File: src/trp_pkg.sv
// telnet receive parser package: parser states, protocol codes and the decode result struct
// used by trp_decode and telnet_receive_parser; depends on nothing
`default_nettype none

package trp_pkg;

	localparam int unsigned MAX_OPTION = 39;

	localparam logic [7:0] CH_NUL    = 8'h00;
	localparam logic [7:0] CH_LF     = 8'h0A;
	localparam logic [7:0] CH_CR     = 8'h0D;
	localparam logic [7:0] CODE_IAC  = 8'd255;
	localparam logic [7:0] CODE_DONT = 8'd254;
	localparam logic [7:0] CODE_DO   = 8'd253;
	localparam logic [7:0] CODE_WONT = 8'd252;
	localparam logic [7:0] CODE_WILL = 8'd251;
	localparam logic [7:0] CODE_AYT  = 8'd246;
	localparam logic [7:0] OPT_ECHO  = 8'd1;
	localparam logic [7:0] OPT_SGA   = 8'd3;
	localparam logic [7:0] OPT_LAST  = 8'(MAX_OPTION);

	typedef enum logic [1:0] {
		VERB_WILL = 2'd0,
		VERB_WONT = 2'd1,
		VERB_DO   = 2'd2,
		VERB_DONT = 2'd3
	} verb_t;

	typedef enum logic [1:0] {
		KIND_DATA  = 2'd0,
		KIND_REPLY = 2'd1,
		KIND_AYT   = 2'd2
	} kind_t;

	typedef enum logic [2:0] {
		ST_DATA = 3'd0,
		ST_CR   = 3'd1,
		ST_IAC  = 3'd2,
		ST_WILL = 3'd3,
		ST_WONT = 3'd4,
		ST_DO   = 3'd5,
		ST_DONT = 3'd6
	} parse_state_t;

	typedef struct packed {
		logic         echo;
		logic         sga;
	} marks_t;

	typedef struct packed {
		logic         emit;
		kind_t        kind;
		logic [7:0]   value;
		verb_t        verb;
		parse_state_t next_state;
		marks_t       next_marks;
	} decode_t;

endpackage

`default_nettype wire

File: src/trp_decode.sv
// telnet receive parser: per-item decode of one byte against parser state and option marks
// depends on trp_pkg
`default_nettype none

module trp_decode (
	input  wire trp_pkg::parse_state_t state,
	input  wire trp_pkg::marks_t       marks,
	input  wire logic [7:0]            rx_byte,
	output trp_pkg::decode_t           dec
);

	logic is_echo;
	logic is_sga;
	logic above_max;

	assign is_echo   = (rx_byte == trp_pkg::OPT_ECHO);
	assign is_sga    = (rx_byte == trp_pkg::OPT_SGA);
	assign above_max = (rx_byte > trp_pkg::OPT_LAST);

	always_comb begin
		dec            = '0;
		dec.kind       = trp_pkg::KIND_DATA;
		dec.verb       = trp_pkg::VERB_WILL;
		dec.value      = rx_byte;
		dec.next_state = trp_pkg::ST_DATA;
		dec.next_marks = marks;
		unique case (state)
			trp_pkg::ST_IAC: begin
				if (rx_byte == trp_pkg::CODE_WILL) begin
					dec.next_state = trp_pkg::ST_WILL;
				end else if (rx_byte == trp_pkg::CODE_WONT) begin
					dec.next_state = trp_pkg::ST_WONT;
				end else if (rx_byte == trp_pkg::CODE_DO) begin
					dec.next_state = trp_pkg::ST_DO;
				end else if (rx_byte == trp_pkg::CODE_DONT) begin
					dec.next_state = trp_pkg::ST_DONT;
				end else if (rx_byte == trp_pkg::CODE_AYT) begin
					dec.emit  = 1'b1;
					dec.kind  = trp_pkg::KIND_AYT;
					dec.value = '0;
				end else if (rx_byte == trp_pkg::CODE_IAC) begin
					dec.emit = 1'b1;
				end
			end
			trp_pkg::ST_WILL: begin
				dec.emit = 1'b1;
				dec.kind = trp_pkg::KIND_REPLY;
				dec.verb = trp_pkg::VERB_DONT;
			end
			trp_pkg::ST_WONT: begin
				// remote marks are never set, so only unkept options get a reply
				dec.emit = above_max;
				dec.kind = trp_pkg::KIND_REPLY;
				dec.verb = trp_pkg::VERB_DONT;
			end
			trp_pkg::ST_DO: begin
				dec.kind = trp_pkg::KIND_REPLY;
				priority if (is_echo) begin
					dec.emit            = !marks.echo;
					dec.next_marks.echo = 1'b1;
				end else if (is_sga) begin
					dec.emit           = !marks.sga;
					dec.next_marks.sga = 1'b1;
				end else begin
					dec.emit = 1'b1;
					dec.verb = trp_pkg::VERB_WONT;
				end
			end
			trp_pkg::ST_DONT: begin
				dec.kind = trp_pkg::KIND_REPLY;
				dec.verb = trp_pkg::VERB_WONT;
				if (above_max) begin
					dec.emit = 1'b1;
				end else if (is_echo) begin
					dec.emit            = marks.echo;
					dec.next_marks.echo = 1'b0;
				end else if (is_sga) begin
					dec.emit           = marks.sga;
					dec.next_marks.sga = 1'b0;
				end
			end
			default: begin
				// data state, after-cr state and unused codes
				if (state == trp_pkg::ST_CR &&
						(rx_byte == trp_pkg::CH_NUL || rx_byte == trp_pkg::CH_LF)) begin
					dec.emit = 1'b0;
				end else if (rx_byte == trp_pkg::CODE_IAC) begin
					dec.next_state = trp_pkg::ST_IAC;
				end else begin
					dec.emit       = 1'b1;
					dec.next_state = (rx_byte == trp_pkg::CH_CR) ? trp_pkg::ST_CR
						: trp_pkg::ST_DATA;
				end
			end
		endcase
	end

endmodule

`default_nettype wire

File: src/telnet_receive_parser.sv
// Telnet receive parser: one received byte per item in, at most one result item out.
// An input register feeds the byte decode (state plus two option marks, echo and
// suppress-go-ahead) and the result lands in an output register, so a new byte is taken
// every cycle while the output side keeps up. Items that give no result are absorbed in
// the decode stage. Depends on trp_pkg and trp_decode.
`default_nettype none

module telnet_receive_parser (
	input  wire        clk,
	input  wire        arst_n,
	input  wire        in_valid,
	output logic       in_stall,
	input  wire [7:0]  rx_byte,
	output logic       out_valid,
	input  wire        out_stall,
	output logic [1:0] kind,
	output logic [7:0] value,
	output logic [1:0] verb
);

	logic                  valid_s1;
	logic [7:0]            byte_s1;
	trp_pkg::parse_state_t state_q;
	trp_pkg::marks_t       marks_q;
	trp_pkg::decode_t      dec;
	logic                  out_valid_q;
	logic [1:0]            kind_q;
	logic [7:0]            value_q;
	logic [1:0]            verb_q;
	logic                  advance;

	assign advance  = !out_valid_q || !out_stall;
	assign in_stall = valid_s1 && !advance;

	trp_decode u_decode (
		.state   (state_q),
		.marks   (marks_q),
		.rx_byte (byte_s1),
		.dec     (dec)
	);

	always_ff @(posedge clk or negedge arst_n) begin
		if (!arst_n) begin
			valid_s1 <= 1'b0;
		end else if (!in_stall) begin
			valid_s1 <= in_valid;
		end
	end

	always_ff @(posedge clk) begin
		if (in_valid && !in_stall) begin
			byte_s1 <= rx_byte;
		end
	end

	always_ff @(posedge clk or negedge arst_n) begin
		if (!arst_n) begin
			state_q     <= trp_pkg::ST_DATA;
			marks_q     <= '0;
			out_valid_q <= 1'b0;
		end else if (advance) begin
			out_valid_q <= valid_s1 && dec.emit;
			if (valid_s1) begin
				state_q <= dec.next_state;
				marks_q <= dec.next_marks;
			end
		end
	end

	always_ff @(posedge clk) begin
		if (advance && valid_s1 && dec.emit) begin
			kind_q  <= dec.kind;
			value_q <= dec.value;
			verb_q  <= (dec.kind == trp_pkg::KIND_REPLY) ? dec.verb : trp_pkg::VERB_WILL;
		end
	end

	assign out_valid = out_valid_q;
	assign kind      = kind_q;
	assign value     = value_q;
	assign verb      = verb_q;

endmodule

`default_nettype wire
File: config.mk
export PLATFORM = sky130hd
export DESIGN_NAME = telnet_receive_parser
export DESIGN_NICKNAME = d
export VERILOG_FILES = /design/src/trp_pkg.sv /design/src/trp_decode.sv /design/src/telnet_receive_parser.sv
export SDC_FILE = /design/constraint.sdc
export NUM_CORES = 1
export LEC_CHECK = 0
export ABC_AREA = 1
export BUFFER_PORTS_ARGS = -buffer_cell sky130_fd_sc_hd__buf_2
export CORE_ASPECT_RATIO = 0.8
export CORE_MARGIN = 1.5
export CORE_UTILIZATION = 37
export DETAILED_ROUTE_END_ITERATION = 8
export SYNTH_ARGS = -nofsm -noshare
export SYNTH_HDL_FRONTEND = slang
export SYNTH_SLANG_ARGS = --single-unit
File: constraint.sdc
create_clock -name clk -period 1.6 [get_ports clk]
set_input_delay 0.08 -clock clk [delete_from_list [all_inputs] [get_ports clk]]
set_output_delay 0.08 -clock clk [all_outputs]
set_load 0.01 [all_outputs]
==> impl_results.md <==
- Status: finished, violations left
- Failing checks: negative setup slack
- Gate Count Post-Synth: 152
- Fin crit share: 105%
- CTS tree: done
- Place WS: -0.120 ns
- CP endpoint: value[2]$_DFFE_PP_
- Syn-to-layout area delta: 41.4%
- Initial antenna violation count: 0
- Largest net degree at the start of global routing: 15
- TritonCTS Buffers: 3
- Synthesized area: 1350 um^2
- Worst-path fanout max: 6
- Port buffer count: 25
- Final Wtd Congestion: 0.881
- Peak supply drop: 861 uV
- Post-synth ARST share: 25.9%
- Post-synth EDFFs: 20
- RR Endpoint: value[2]$_DFFE_PP_
- DRC: 0
- Most frequent cells in the layout: nand2_1 (35), inv_1 (25), buf_2 (25), buf_4 (22), edfxtp_1 (20)
- Ports: 26
- Clock root cell: clkbuf_8
- R2R depth: 10
- Register area share after synthesis: 57.4%
- Final wirelength: 3.09 mm
- Worst-Margin Slew: 0.308 ns
- Layout Utilization: 55.1%
- Vias in the first global route: 1137
- Total Nets Final: 226
- Setup crit end kind: register
- GRT overflow: 0
- Die outline width: 70.6 um
- Reg clk slew, reported paths: 0.08 ns
- Drt via density: 4.84
- Clk buf depth: 2
- Rows: 19
- GRT Resource Usage Total: 15.6%
- Commonest non-fill, non-tap cell in the layout: nand2_1
- Share of cells above drive strength 1: 38.5%
- Final WS setup: -0.0737 ns
- Max Slew Vio Count: 0
- Hold Worst Slack: 0.0309 ns
- CP Launch Type: register
- Worst skew pair latency: 0.27 ns
- Tmin final: 1.67 ns
- RSZ-0062 raised after global routing: true
- H-tree depth: 1
- Die Span Y: 57.1 um
- Final non-filler cell total: 255
- First-pass GRT wire length: 4.97 mm
- Die Area: 4030 um^2
- CP Data Arrival Time: 1.66 ns
- CTS Sinks: 27
- Launch point of the worst reg-to-reg path: byte_s1[3]$_DFFE_PP_
- Wire length per cell: 12.1 um
- Drt pass-1 iters: 4
- Core area: 3470 um^2
- Average cell area after synthesis: 8.90 um^2
- Max-slew headroom: 79.4%
- WP data required: 1.59 ns
- Worst setup path startpoint: byte_s1[3]$_DFFE_PP_
- Synth Flop Type: edfxtp_1
- Final setup fails: 13
- Setup TNS: -0.779 ns
- Synth cell types: 23
- Max-cap viol count: 0
- Clk_skew: 0.00173 ns
- DP Cell Count: 236
- Maximum clock frequency: 597 MHz
- DRT iter0 DRCs: 59
- Post-DRT Antenna Nets: 0
- Number of synthesis warnings: 0
- Mapped Nets: 164
- WS Path Type: register to register
- R2R setup slack: -0.07 ns
- Number of antenna cells inserted: 0
- Vias: 1233
- Starting Density: 39.0%
- Hold Path Class: input pin to register
- Lkg Pwr: 0.000931 uW
- DP Wirelength: 2.21 mm
- Final Hold Vio Count: 0
- Yosys reg bits: 27
- Power per cell area: 1240 nW/um^2
registers in the layout, indices dropped and copies added (netlist names):
| name | cells |
|---|---|
| value | 8 |
| state_q | 3 |
| out_valid | 1 |
| byte_s1 | 8 |
| valid_s1 | 1 |
| marks_q | 2 |
| verb | 2 |
| kind | 2 |
what timing repair did:
| action | CTS | global route |
|---|---|---|
| cloned | 0 | 1 |
| hold buffers | 9 | 0 |
| setup buffers | 1 | 4 |
| resized for setup | 6 | 21 |
| pin swaps | 0 | 8 |
| hold endpoints to repair | 15 | 0 |
| endpoints found under the setup margin | 12 | 19 |
stage by stage:
stage | total power [uW] | area, um^2
2_1_floorplan | 1530 | 1350
3_3_place_gp | 1880 | 1670
3_5_place_dp | 1900 | 1670
4_1_cts | 2310 | 1820
5_1_grt | 2530 | 1910
6_report | 2380 | 1910
cell families after synthesis:
kind of cell,synth area share (%)
flip-flops,57.4
AO/OA/AOI/OAI,6.48
AND/OR/NAND/NOR,25.7
buffers and inverters,10.5
how the worst min path moves through the flow:
stage | end | slack, ns | cells after the start | from
2_1_floorplan | marks_q[0]$_DFFE_PN0P_ | -0.22 | 0 | arst_n
3_3_place_gp | state_q[0]$_DFFE_PN0P_ | -0.08 | 1 | arst_n
3_5_place_dp | marks_q[0]$_DFFE_PN0P_ | -0.08 | 1 | arst_n
4_1_cts | valid_s1$_DFFE_PN0N_ | 0.03 | 3 | in_valid
5_1_grt | valid_s1$_DFFE_PN0N_ | 0.06 | 3 | in_valid
6_report | valid_s1$_DFFE_PN0N_ | 0.03 | 3 | in_valid
critical path, cell delays in order (launching register included):
cell	delay (ns)
edfxtp_1	0.47
buf_6	0.16
nand2_2	0.07
nor2_2	0.05
a21oi_2	0.18
nand2_1	0.07
nand2_1	0.07
inv_1	0.04
nand3_1	0.07
nand2_2	0.11
inv_4	0.11
report_power, final:
part / switching [uW] / internal, uW
registers: 89.0 / 977
clock network: 196 / 178
logic: 515 / 419
total: 801 / 1570
cell type report:
type	instances	area (um^2)
multi-input combinational	91	489
timing repair inverter	1	6.26
inverter	32	139
fill	301	1560
tap	42	52.6
timing repair buffer	58	403
sequential	27	778
clock buffer	4	45.0
metal layers:
metal  wire length (um)  vias to the layer above  global-route usage [%]
met5                  0                        -                       0
met4                 38                        0                    5.39
met3                191                        4                    4.24
met1               1320                      572                    19.7
li1                   -                      617                       -
met2               1530                       40                    26.3
synth_stat cells (all sizes together) (2+ instances only):
library cell	count	area share [%]
nand4	4	1.8
a31oi	2	0.92
edfxtp	20	44
inv	31	8.6
nand3	15	5.6
nand3b	2	1.1
dfrtp	7	13
o21ai	6	2.2
a21oi	3	1.1
nand2	41	12
clkbuf	2	0.56
nor2	13	4.9
Power figures use the tool's default switching activity.
